File: config.mk
export PLATFORM = sky130hd
export DESIGN_NAME = tcp_connection_fsm
export DESIGN_NICKNAME = d
export VERILOG_FILES = /design/src/tcf_pkg.sv /design/src/tcp_connection_fsm.sv /design/src/tcf_input_stage.sv /design/src/tcf_event_logic.sv /design/src/tcf_result_reg.sv
export SDC_FILE = /design/constraint.sdc
export NUM_CORES = 1
export LEC_CHECK = 0
export BUFFER_PORTS_ARGS = -buffer_cell sky130_fd_sc_hd__buf_2
export CAP_MARGIN = 20
export CORE_MARGIN = 10
export CORE_UTILIZATION = 59
export DETAILED_ROUTE_END_ITERATION = 8
export PLACE_DENSITY = 0.85
export SYNTH_ARGS = -nofsm -noshare
export SYNTH_HDL_FRONTEND = slang
export SYNTH_SLANG_ARGS = --single-unit
File: constraint.sdc
create_clock -name clk -period 16.3 [get_ports clk]
set_input_delay 0.815 -clock clk [delete_from_list [all_inputs] [get_ports clk]]
set_output_delay 0.815 -clock clk [all_outputs]
set_load 0.05 [all_outputs]
File: src/tcf_pkg.sv
// ----------------------------------------------------------------------------
// tcf_pkg: shared types and codes for the TCP connection state machine
// Holds the state, event and status codes, the segment flag bits and the
// item structs passed between the pipeline stages.
// ----------------------------------------------------------------------------
package tcf_pkg;

  // Connection states
  typedef enum logic [3:0] {
    ST_CLOSED      = 4'd0,
    ST_LISTEN      = 4'd1,
    ST_SYN_SENT    = 4'd2,
    ST_SYN_RCVD    = 4'd3,
    ST_ESTABLISHED = 4'd4,
    ST_FIN_WAIT_1  = 4'd5,
    ST_FIN_WAIT_2  = 4'd6,
    ST_PEER_CLOSED = 4'd7,
    ST_CLOSING     = 4'd8,
    ST_FINAL_ACK   = 4'd9,
    ST_QUIET       = 4'd10
  } conn_state_t;

  // Event codes
  typedef enum logic [3:0] {
    ACT_ACTIVE_OPEN   = 4'd0,
    ACT_PASSIVE_OPEN  = 4'd1,
    ACT_CLOSE         = 4'd2,
    ACT_RX_SYN        = 4'd3,
    ACT_RX_SYNACK     = 4'd4,
    ACT_RX_ACK        = 4'd5,
    ACT_RX_FIN        = 4'd6,
    ACT_RX_RST        = 4'd7,
    ACT_OPEN_DEADLINE = 4'd8
  } action_t;

  // Status codes
  typedef enum logic [1:0] {
    STAT_OK      = 2'd0,
    STAT_REFUSED = 2'd1,
    STAT_WRONG   = 2'd2,
    STAT_FATAL   = 2'd3
  } status_t;

  // Segment flag bits
  localparam logic [3:0] FL_NONE = 4'b0000;
  localparam logic [3:0] FL_SYN  = 4'b0001;
  localparam logic [3:0] FL_ACK  = 4'b0010;
  localparam logic [3:0] FL_FIN  = 4'b0100;
  localparam logic [3:0] FL_RST  = 4'b1000;

  // One input event
  typedef struct packed {
    logic [3:0]  action;
    logic [31:0] peer_address;
    logic [31:0] local_address;
    logic [15:0] peer_port;
    logic [15:0] local_port;
    logic [31:0] seq_field;
    logic [31:0] ack_field;
    logic [31:0] initial_seq;
  } event_t;

  // One result
  typedef struct packed {
    logic        segment_valid;
    logic [3:0]  segment_flags;
    logic [31:0] segment_seq;
    logic [31:0] segment_ack;
    logic [31:0] peer_address;
    logic [31:0] local_address;
    logic [15:0] peer_port;
    logic [15:0] local_port;
    conn_state_t conn_state;
    status_t     status;
    logic        data_ack_pulse;
    logic        buffers_clear;
  } result_t;

endpackage

File: src/tcp_connection_fsm.sv
// ----------------------------------------------------------------------------
// tcp_connection_fsm: control state machine for one TCP connection
// Takes one event per item and returns one result per item: the new
// connection state, a status and at most one control segment.
// ----------------------------------------------------------------------------
// Usage:
//   Input channel (in_valid/in_ready) carries one event with its addresses,
//   ports, sequence and ack fields and the initial sequence number.
//   Output channel (out_valid/out_ready) carries exactly one result per
//   event, in order.
//   An accepted event waits in the input register; its result is then loaded
//   into the result register, which drives the output ports until the
//   receiver takes it.
//   Throughput: one event per cycle; the state lookup, the ack compare and
//   the register updates all fit in the single pass between the registers.
//   When the receiver stalls, the result register holds its item and the
//   input register can still take one more event; in_ready then drops.
//   Reset (rst, synchronous) returns the connection to CLOSED, clears all
//   stored numbers, addresses and ports, and empties both registers.
// ----------------------------------------------------------------------------
module tcp_connection_fsm
  import tcf_pkg::*;
(
  input  logic        clk,
  input  logic        rst,
  input  logic        in_valid,
  output logic        in_ready,
  input  logic [3:0]  action,
  input  logic [31:0] peer_address,
  input  logic [31:0] local_address,
  input  logic [15:0] peer_port_in,
  input  logic [15:0] local_port_in,
  input  logic [31:0] seq_field,
  input  logic [31:0] ack_field,
  input  logic [31:0] initial_seq,
  output logic        out_valid,
  input  logic        out_ready,
  output logic        segment_valid,
  output logic [3:0]  segment_flags,
  output logic [31:0] segment_seq,
  output logic [31:0] segment_ack,
  output logic [31:0] peer_address_out,
  output logic [31:0] local_address_out,
  output logic [15:0] peer_port_out,
  output logic [15:0] local_port_out,
  output logic [3:0]  conn_state,
  output logic [1:0]  status,
  output logic        data_ack_pulse,
  output logic        buffers_clear
);

  event_t  in_item;
  event_t  stage_item;
  logic    stage_valid;
  logic    stage_fire;
  logic    can_load;
  result_t next_result;
  result_t out_item;

  // Gather the input fields
  always_comb begin
    in_item.action        = action;
    in_item.peer_address  = peer_address;
    in_item.local_address = local_address;
    in_item.peer_port     = peer_port_in;
    in_item.local_port    = local_port_in;
    in_item.seq_field     = seq_field;
    in_item.ack_field     = ack_field;
    in_item.initial_seq   = initial_seq;
  end

  tcf_input_stage u_input (
    .clk              (clk),
    .rst              (rst),
    .in_valid         (in_valid),
    .in_ready         (in_ready),
    .in_item          (in_item),
    .downstream_ready (can_load),
    .stage_valid      (stage_valid),
    .stage_item       (stage_item),
    .stage_fire       (stage_fire)
  );

  tcf_event_logic u_logic (
    .clk    (clk),
    .rst    (rst),
    .update (stage_fire),
    .item   (stage_item),
    .result (next_result)
  );

  tcf_result_reg u_result (
    .clk       (clk),
    .rst       (rst),
    .load      (stage_valid),
    .load_item (next_result),
    .can_load  (can_load),
    .out_valid (out_valid),
    .out_ready (out_ready),
    .out_item  (out_item)
  );

  // Spread the result onto the ports
  assign segment_valid     = out_item.segment_valid;
  assign segment_flags     = out_item.segment_flags;
  assign segment_seq       = out_item.segment_seq;
  assign segment_ack       = out_item.segment_ack;
  assign peer_address_out  = out_item.peer_address;
  assign local_address_out = out_item.local_address;
  assign peer_port_out     = out_item.peer_port;
  assign local_port_out    = out_item.local_port;
  assign conn_state        = out_item.conn_state;
  assign status            = out_item.status;
  assign data_ack_pulse    = out_item.data_ack_pulse;
  assign buffers_clear     = out_item.buffers_clear;

endmodule

File: src/tcf_input_stage.sv
// ----------------------------------------------------------------------------
// tcf_input_stage: input register for incoming events
// Captures one event per cycle while in_ready is high and hands it on when
// the result register can take the outcome.
// ----------------------------------------------------------------------------
module tcf_input_stage
  import tcf_pkg::*;
(
  input  logic   clk,
  input  logic   rst,
  input  logic   in_valid,
  output logic   in_ready,
  input  event_t in_item,
  input  logic   downstream_ready,
  output logic   stage_valid,
  output event_t stage_item,
  output logic   stage_fire
);

  logic   valid;
  event_t item;

  // Advance when the result register takes the held item
  assign stage_fire  = valid && downstream_ready;
  assign in_ready    = !valid || downstream_ready;
  assign stage_valid = valid;
  assign stage_item  = item;

  // Valid flag
  always_ff @(posedge clk) begin
    if (rst) begin
      valid <= 1'b0;
    end else if (in_ready) begin
      valid <= in_valid;
    end
  end

  // Payload
  always_ff @(posedge clk) begin
    if (in_valid && in_ready) begin
      item <= in_item;
    end
  end

endmodule

File: src/tcf_event_logic.sv
// ----------------------------------------------------------------------------
// tcf_event_logic: connection state and event decode
// Holds the connection registers and works out the new state and the
// result for one event in a single pass.
// ----------------------------------------------------------------------------
module tcf_event_logic
  import tcf_pkg::*;
(
  input  logic    clk,
  input  logic    rst,
  input  logic    update,
  input  event_t  item,
  output result_t result
);

  conn_state_t state, state_next;
  logic        open_pending, open_pending_next;
  logic [31:0] send_seq, send_seq_next;
  logic [31:0] send_acked, send_acked_next;
  logic [31:0] recv_ack, recv_ack_next;
  logic [31:0] peer_addr, peer_addr_next;
  logic [31:0] local_addr, local_addr_next;
  logic [15:0] peer_port, peer_port_next;
  logic [15:0] local_port, local_port_next;

  logic        seg;
  logic [3:0]  flags;
  status_t     stat;
  logic        pulse;
  logic        clear;
  logic [31:0] seq_plus_one;
  logic        synack_ok;

  assign seq_plus_one = item.seq_field + 32'd1;
  assign synack_ok    = (item.ack_field == send_seq + 32'd1);

  // Next state and stored numbers
  always_comb begin
    state_next        = state;
    open_pending_next = open_pending;
    send_seq_next     = send_seq;
    send_acked_next   = send_acked;
    recv_ack_next     = recv_ack;
    peer_addr_next    = peer_addr;
    local_addr_next   = local_addr;
    peer_port_next    = peer_port;
    local_port_next   = local_port;
    case (item.action)
      ACT_ACTIVE_OPEN: begin
        if (state == ST_CLOSED) begin
          peer_addr_next    = item.peer_address;
          local_addr_next   = item.local_address;
          peer_port_next    = item.peer_port;
          local_port_next   = item.local_port;
          send_seq_next     = item.initial_seq;
          send_acked_next   = item.initial_seq;
          state_next        = ST_SYN_SENT;
          open_pending_next = 1'b1;
        end
      end
      ACT_PASSIVE_OPEN: begin
        if (state == ST_CLOSED) begin
          state_next = ST_LISTEN;
        end
      end
      ACT_CLOSE: begin
        case (state)
          ST_LISTEN, ST_SYN_SENT:      state_next = ST_CLOSED;
          ST_SYN_RCVD, ST_ESTABLISHED: state_next = ST_FIN_WAIT_1;
          ST_PEER_CLOSED:              state_next = ST_FINAL_ACK;
          default:                     state_next = state;
        endcase
      end
      ACT_RX_SYN: begin
        peer_addr_next  = item.peer_address;
        local_addr_next = item.local_address;
        peer_port_next  = item.peer_port;
        local_port_next = item.local_port;
        if (state == ST_LISTEN) begin
          recv_ack_next   = seq_plus_one;
          send_seq_next   = item.initial_seq;
          send_acked_next = item.initial_seq;
          state_next      = ST_SYN_RCVD;
        end else if (state == ST_SYN_SENT) begin
          recv_ack_next = seq_plus_one;
          state_next    = ST_SYN_RCVD;
        end
      end
      ACT_RX_SYNACK: begin
        if (state == ST_SYN_SENT) begin
          send_acked_next = item.ack_field;
          if (synack_ok) begin
            recv_ack_next = seq_plus_one;
            state_next    = ST_ESTABLISHED;
          end
        end
      end
      ACT_RX_ACK: begin
        if (item.ack_field > send_acked) begin
          send_acked_next = item.ack_field;
        end
        case (state)
          ST_SYN_RCVD:   state_next = ST_ESTABLISHED;
          ST_FIN_WAIT_1: state_next = ST_FIN_WAIT_2;
          ST_CLOSING:    state_next = ST_QUIET;
          ST_FINAL_ACK:  state_next = ST_LISTEN;
          default:       state_next = state;
        endcase
      end
      ACT_RX_FIN: begin
        case (state)
          ST_ESTABLISHED: state_next = ST_PEER_CLOSED;
          ST_FIN_WAIT_1:  state_next = ST_CLOSING;
          ST_FIN_WAIT_2:  state_next = ST_QUIET;
          default:        state_next = state;
        endcase
      end
      ACT_RX_RST: begin
        if (state == ST_SYN_RCVD) begin
          state_next = ST_LISTEN;
        end
      end
      ACT_OPEN_DEADLINE: begin
        if (open_pending) begin
          open_pending_next = 1'b0;
          if (state != ST_ESTABLISHED) begin
            state_next = ST_CLOSED;
          end
        end
      end
      default: begin
        state_next = state;
      end
    endcase
  end

  // Segment, status and pulses
  always_comb begin
    seg   = 1'b0;
    flags = FL_NONE;
    stat  = STAT_OK;
    pulse = 1'b0;
    clear = 1'b0;
    case (item.action)
      ACT_ACTIVE_OPEN: begin
        if (state == ST_CLOSED) begin
          seg   = 1'b1;
          flags = FL_SYN;
        end else begin
          stat = STAT_WRONG;
        end
      end
      ACT_PASSIVE_OPEN: begin
        if (state != ST_CLOSED) begin
          stat = STAT_WRONG;
        end
      end
      ACT_CLOSE: begin
        case (state)
          ST_LISTEN, ST_SYN_SENT: stat = STAT_OK;
          ST_SYN_RCVD, ST_ESTABLISHED, ST_PEER_CLOSED: begin
            seg   = 1'b1;
            flags = FL_FIN;
          end
          default: stat = STAT_FATAL;
        endcase
      end
      ACT_RX_SYN: begin
        if (state == ST_LISTEN) begin
          clear = 1'b1;
          seg   = 1'b1;
          flags = FL_SYN | FL_ACK;
        end else if (state == ST_SYN_SENT) begin
          seg   = 1'b1;
          flags = FL_SYN | FL_ACK;
        end else begin
          stat = STAT_WRONG;
        end
      end
      ACT_RX_SYNACK: begin
        if (state != ST_SYN_SENT) begin
          stat = STAT_WRONG;
        end else if (!synack_ok) begin
          stat = STAT_FATAL;
        end else begin
          seg   = 1'b1;
          flags = FL_ACK;
        end
      end
      ACT_RX_ACK: begin
        case (state)
          ST_SYN_RCVD, ST_FIN_WAIT_1, ST_CLOSING, ST_FINAL_ACK: stat = STAT_OK;
          ST_ESTABLISHED: pulse = 1'b1;
          default:        stat = STAT_WRONG;
        endcase
      end
      ACT_RX_FIN: begin
        case (state)
          ST_ESTABLISHED, ST_FIN_WAIT_1, ST_FIN_WAIT_2: begin
            seg   = 1'b1;
            flags = FL_ACK;
          end
          default: stat = STAT_WRONG;
        endcase
      end
      ACT_RX_RST: begin
        stat = (state == ST_SYN_RCVD) ? STAT_REFUSED : STAT_WRONG;
      end
      ACT_OPEN_DEADLINE: begin
        if (!open_pending) begin
          stat = STAT_WRONG;
        end else if (state == ST_ESTABLISHED) begin
          clear = 1'b1;
        end else begin
          seg   = 1'b1;
          flags = FL_RST;
          stat  = STAT_REFUSED;
        end
      end
      default: begin
        stat = STAT_WRONG;
      end
    endcase
  end

  // Pack the result
  always_comb begin
    result.segment_valid  = seg;
    result.segment_flags  = flags;
    result.segment_seq    = seg ? send_seq_next : 32'd0;
    result.segment_ack    = seg ? recv_ack_next : 32'd0;
    result.peer_address   = peer_addr_next;
    result.local_address  = local_addr_next;
    result.peer_port      = peer_port_next;
    result.local_port     = local_port_next;
    result.conn_state     = state_next;
    result.status         = stat;
    result.data_ack_pulse = pulse;
    result.buffers_clear  = clear;
  end

  // Commit the event
  always_ff @(posedge clk) begin
    if (rst) begin
      state        <= ST_CLOSED;
      open_pending <= 1'b0;
      send_seq     <= 32'd0;
      send_acked   <= 32'd0;
      recv_ack     <= 32'd0;
      peer_addr    <= 32'd0;
      local_addr   <= 32'd0;
      peer_port    <= 16'd0;
      local_port   <= 16'd0;
    end else if (update) begin
      state        <= state_next;
      open_pending <= open_pending_next;
      send_seq     <= send_seq_next;
      send_acked   <= send_acked_next;
      recv_ack     <= recv_ack_next;
      peer_addr    <= peer_addr_next;
      local_addr   <= local_addr_next;
      peer_port    <= peer_port_next;
      local_port   <= local_port_next;
    end
  end

`ifndef SYNTHESIS
  // A fatal event leaves the connection state alone
  assert property (@(posedge clk) disable iff (rst)
    (update && result.status == STAT_FATAL) |-> (state_next == state))
    else $error("fatal event changed the connection state");

  // A refusal ends in CLOSED or LISTEN
  assert property (@(posedge clk) disable iff (rst)
    (update && result.status == STAT_REFUSED) |->
      (state_next == ST_CLOSED || state_next == ST_LISTEN))
    else $error("refused event left an unexpected state");

  // The quiet state is left only by reset or a pending open deadline
  assert property (@(posedge clk) disable iff (rst)
    (state == ST_QUIET &&
     !(update && item.action == ACT_OPEN_DEADLINE && open_pending)) |=>
      (state == ST_QUIET))
    else $error("left the quiet state without reset or deadline");
`endif

endmodule

File: src/tcf_result_reg.sv
// ----------------------------------------------------------------------------
// tcf_result_reg: output register for results
// Holds one result until the receiver takes it; loads a new one in the
// same cycle the old one leaves.
// ----------------------------------------------------------------------------
module tcf_result_reg
  import tcf_pkg::*;
(
  input  logic    clk,
  input  logic    rst,
  input  logic    load,
  input  result_t load_item,
  output logic    can_load,
  output logic    out_valid,
  input  logic    out_ready,
  output result_t out_item
);

  logic    valid;
  result_t item;

  assign can_load  = !valid || out_ready;
  assign out_valid = valid;
  assign out_item  = item;

  // Valid flag
  always_ff @(posedge clk) begin
    if (rst) begin
      valid <= 1'b0;
    end else if (can_load) begin
      valid <= load;
    end
  end

  // Payload
  always_ff @(posedge clk) begin
    if (load && can_load) begin
      item <= load_item;
    end
  end

endmodule
==> impl_summary.txt <==
----------------------------------------------------
[Route]
  Top layer used by detailed routing ... met5
  Initial DRT Pass Iterations ... 6
  Final Routed Wirelength ... 58.52 mm
  Detailed router's first-iteration violation count ... 1,796
  Total met2 wirelength after detailed routing ... 28.90 mm
  Vias ... 16,449
  Final routed DRC violation total ... 0
  Count of nets left with antenna violations after detail routing ... 0
  Drt wl/cell ... approximately 21 µm
  Vias per inst ... 5.875
  Post-Route M1 WL ... 22.62 mm
  Routed wl met3 ... 4.810 mm

[Hold path]
  Min-delay src ... peer_port_in[3]
  Hold endpoint ... u_input.stage_item[115]
  Path class of the lowest-slack min-delay path ... in -> reg
  WHS Path Cells ... 1

[Pwr]
  Internal power ... 2.302 mW
  Switching power summed over all nets ... 757.0 µW
  Pleak ... 9.591 nW
  Clock group share of total power ... 0.396
  PD cells ... 120.0 nW/µm²
  Switching share of total power ... 0.2475
  Portion of total power attributed to combinational logic ... 0.091
  Worst vdd ir ... 0.1030 mV
  Post-layout power ... 3.059 mW
  Sequential cell fraction of total power ... 0.513

[Timing]
  Fin Hold WS ... 0.3846 ns
  Final-report setup violation count ... 0
  Max Fclk ... 215.3 MHz
  Setup TNS after final layout ... 0 ns
  Crit share post-route ... 0.2849
  Unrepaired setup endpoints after global routing ... false
  Worst slew pin tran ... 1.162 ns
  Max-slew violations ... 0
  Worst Clk Skew ... ~0.024 ns
  Worst rel slew slack ... 0.2250
  Fin crit period ... 4.644 ns
  Number of hold-slack violations in the final timing report ... 0

[Critical path]
  Register-to-register path setup slack ... about 12 ns
  Critical R2R Launch ... u_logic.send_seq[0]
  Number of cells on the worst reg-to-reg path ... 11
  Crit end category ... flop
  Top fanout value on the critical path ... 31
  Kind of launch point of the worst setup path ... flop
  Crit path kind ... reg -> reg
  Arrival time worst endpoint ... 5.07 ns
  Required time of the critical path ... 16.73 ns
  End of the worst register-to-register path ... u_logic.recv_ack[8]

[Clock tree]
  Clock latency of the later-clocked register in the worst-skew pair ... 0.60 ns
  Number of buffers inserted by hold repair at cts ... 0
  Number of buffers created by CTS ... 52
  Clock-pin slew reported for the worst setup and hold paths after clock tree synthesis ... 0.06 ns
  Clk root buf ... clkbuf_16
  CTS tree ... done
  Number of sinks handled by clock tree synthesis ... 536
  CTS H-tree depth ... 2
  Resized cells post-CTS ... 0
  Clk buf depth ... 3
  Count of buffers added by post-CTS timing repair for setup ... 0

[Synthesis]
  Count leader, synth ... nand2_1
  Number of nets in the synthesized netlist ... 2,176
  Flops & latches, synth ... 536
  Proportion of netlist area held by the largest area contributor ... 0.5138
  Post-Syn Instances ... between 1,500 and 2,000
  Post-synth top flop ... edfxtp_1
  Mean Syn Cell Area ... about 11 µm²
  Top cells by count, synth ... 442 x nand2_1, 369 x edfxtp_1, 210 x nor2_1, 167 x dfxtp_1, 122 x a21oi_1
  Area of the mapped netlist ... 21,570 µm²
  Share of flip-flops with an asynchronous set or reset after synthesis ... 0
  Yosys warnings ... 0
  Seq/Total Area, Yosys ... 0.6688
  Count of flip-flops with a built-in enable after synthesis ... about 370
  Library cells used by synthesis ... 76
  Synth area leaders ... edfxtp_1 51%, dfxtp_1 16%, nand2_1 7.7%
  Leading area contributor after synthesis ... edfxtp_1

[Global routing]
  Antenna violations before repair ... 9
  Maximum number of pins on one net before global-route repair ... 110
  Global-route wire length before repair ... 89.80 mm
  Global Route Usage Sum ... 0.2537
  Via count of the first global-routing pass ... 16,330
  Grt ovf ... 0

[Floorplanning]
  Row Count ... roughly 70
  Initial core utilization ... 0.6019
  Number of top-level design ports ... approximately 380
  Area of the die ... 44,600 µm²
  Die Y-Extent ... 211.2 µm
  Horizontal extent of the die ... 211.2 µm
  Placeable core region ... 35,830 µm²

[Finish]
  Net count of the finished layout ... 2,493
  Synthesis-to-finish area growth ... 18.17%
  Filler-free cell count of the finished design ... 2,800
  Proportion of layout cells with a drive suffix above 1 ... 0.2201

[Placed design]
  RD Place Congestion ... around 0.88
  Post-placement cell count ... approximately 2,700
  DPL Wire Length ... 38.09 mm
  Port Buffers ... 374

[Status]
  Result of the run ... finished, final reports clean

[Run]
  Max-Cap Viols ... 0

----------------------------------------------------
-- per-layer routing --
layer | global-route usage | vias up
met1 | 0.3160 | 7886
met4 | 0.1084 | 10
li1 | - | 7597
met3 | 0.05326 | 137
met2 | 0.4220 | 819
met5 | 0 | -
-- layout by cell type (no fill, tap or decap), types with 9 or more instances in the layout --
| master | netlist | layout |
|---|---|---|
| buf_4 | 3 | 11 |
| buf_2 | 3 | 373 |
| nand3_1 | 114 | 114 |
| o21ai_0 | 45 | 45 |
| nor2_1 | 210 | 207 |
| clkbuf_1 | 105 | 14 |
| nand2_1 | 442 | 441 |
| nor4_1 | 9 | 9 |
| nor3_1 | 99 | 98 |
| a21oi_1 | 122 | 122 |
| nand4_1 | 23 | 23 |
| clkinv_2 | 0 | 14 |
| a211oi_1 | 11 | 11 |
| clkbuf_16 | 0 | 53 |
| dfxtp_1 | 167 | 167 |
| and3_1 | 12 | 11 |
| edfxtp_1 | 369 | 369 |
| xor2_1 | 40 | 40 |
| inv_1 | 12 | 12 |
| xnor2_1 | 32 | 32 |
| a211oi_2 | 14 | 14 |
-- worst max-delay path, cell delays in order, from the launching register on --
cell and delay (ns):
dfxtp_1 0.48, ha_1 0.31, nand3_1 0.34, or3_1 0.46, mux2i_1 0.18, a21oi_1 0.06
or4_4 0.52, a2111oi_4 0.28, nand4b_4 0.24, o31a_1 0.70, nor2_4 0.72, a211oi_1 0.17
-- cells by family after synthesis --
logic type / share of synthesized area
AO/OA/AOI/OAI: 0.07566
buffers and inverters: 0.02704
adder cells (fa/ha/maj): 0.001160
multiplexers: 0.001915
flip-flops: 0.6688
AND/OR/NAND/NOR: 0.1962
XOR/XNOR: 0.02924
-- power by group through the flow --
stage | registers (mW) | logic [mW] | clock network, mW
CTS | 1.57 | 0.276 | 1.23
detailed placement | 1.59 | 0.274 | 0
global route | 1.57 | 0.299 | 1.28
floorplan | 1.67 | 0.110 | 0
finish | 1.57 | 0.278 | 1.21
global placement | 1.59 | 0.266 | 0
-- per-stage QoR --
stage	setup slack (ns)	utilization	cell area [µm²]
floorplan	9.292	-	21570
global placement	11.81	0.6591	23610
CTS	11.58	0.7075	25350
detailed placement	11.65	0.6591	23610
finish	11.66	0.7113	25480
global route	11.34	0.7113	25480
-- worst max-delay path by stage --
stage | startpoint | end | slack, ns | cells after the start
3_3_place_gp | u_logic.send_seq[0] | u_result.out_item[150] | 11.81 | 11
6_report | u_logic.send_seq[0] | u_logic.recv_ack[8] | 11.66 | 11
3_5_place_dp | u_logic.send_seq[0] | u_result.out_item[158] | 11.65 | 12
5_1_grt | u_logic.send_seq[0] | u_logic.recv_ack[5] | 11.34 | 10
2_1_floorplan | out_ready | u_result.out_item[0] | 9.29 | 6
4_1_cts | u_logic.send_seq[0] | u_result.out_item[164] | 11.58 | 12
-- layout make-up --
type / instances / area [µm²]
clock inverter: 27 / 300.3
tap: 461 / 576.8
sequential: 536 / 14420
timing repair buffer: 390 / 2086
multi-input combinational: 1297 / 6593
inverter: 14 / 60.06
fill: 2381 / 10340
clock buffer: 71 / 1434
antenna: 4 / 10.01
-- flip-flops by register name, summed over array words and instances, names as in the netlist --
signal / flops
u_input.stage_item: 196
u_result.out_item: 173
u_logic.local_addr: 32
u_logic.peer_addr: 32
u_logic.recv_ack: 32
u_logic.send_seq: 32
u_logic.local_port: 16
u_logic.peer_port: 16
u_logic.state: 4
u_input.stage_valid: 1
u_logic.open_pending: 1
u_result.out_valid: 1
No activity file was read; power rests on OpenSTA's default activity.
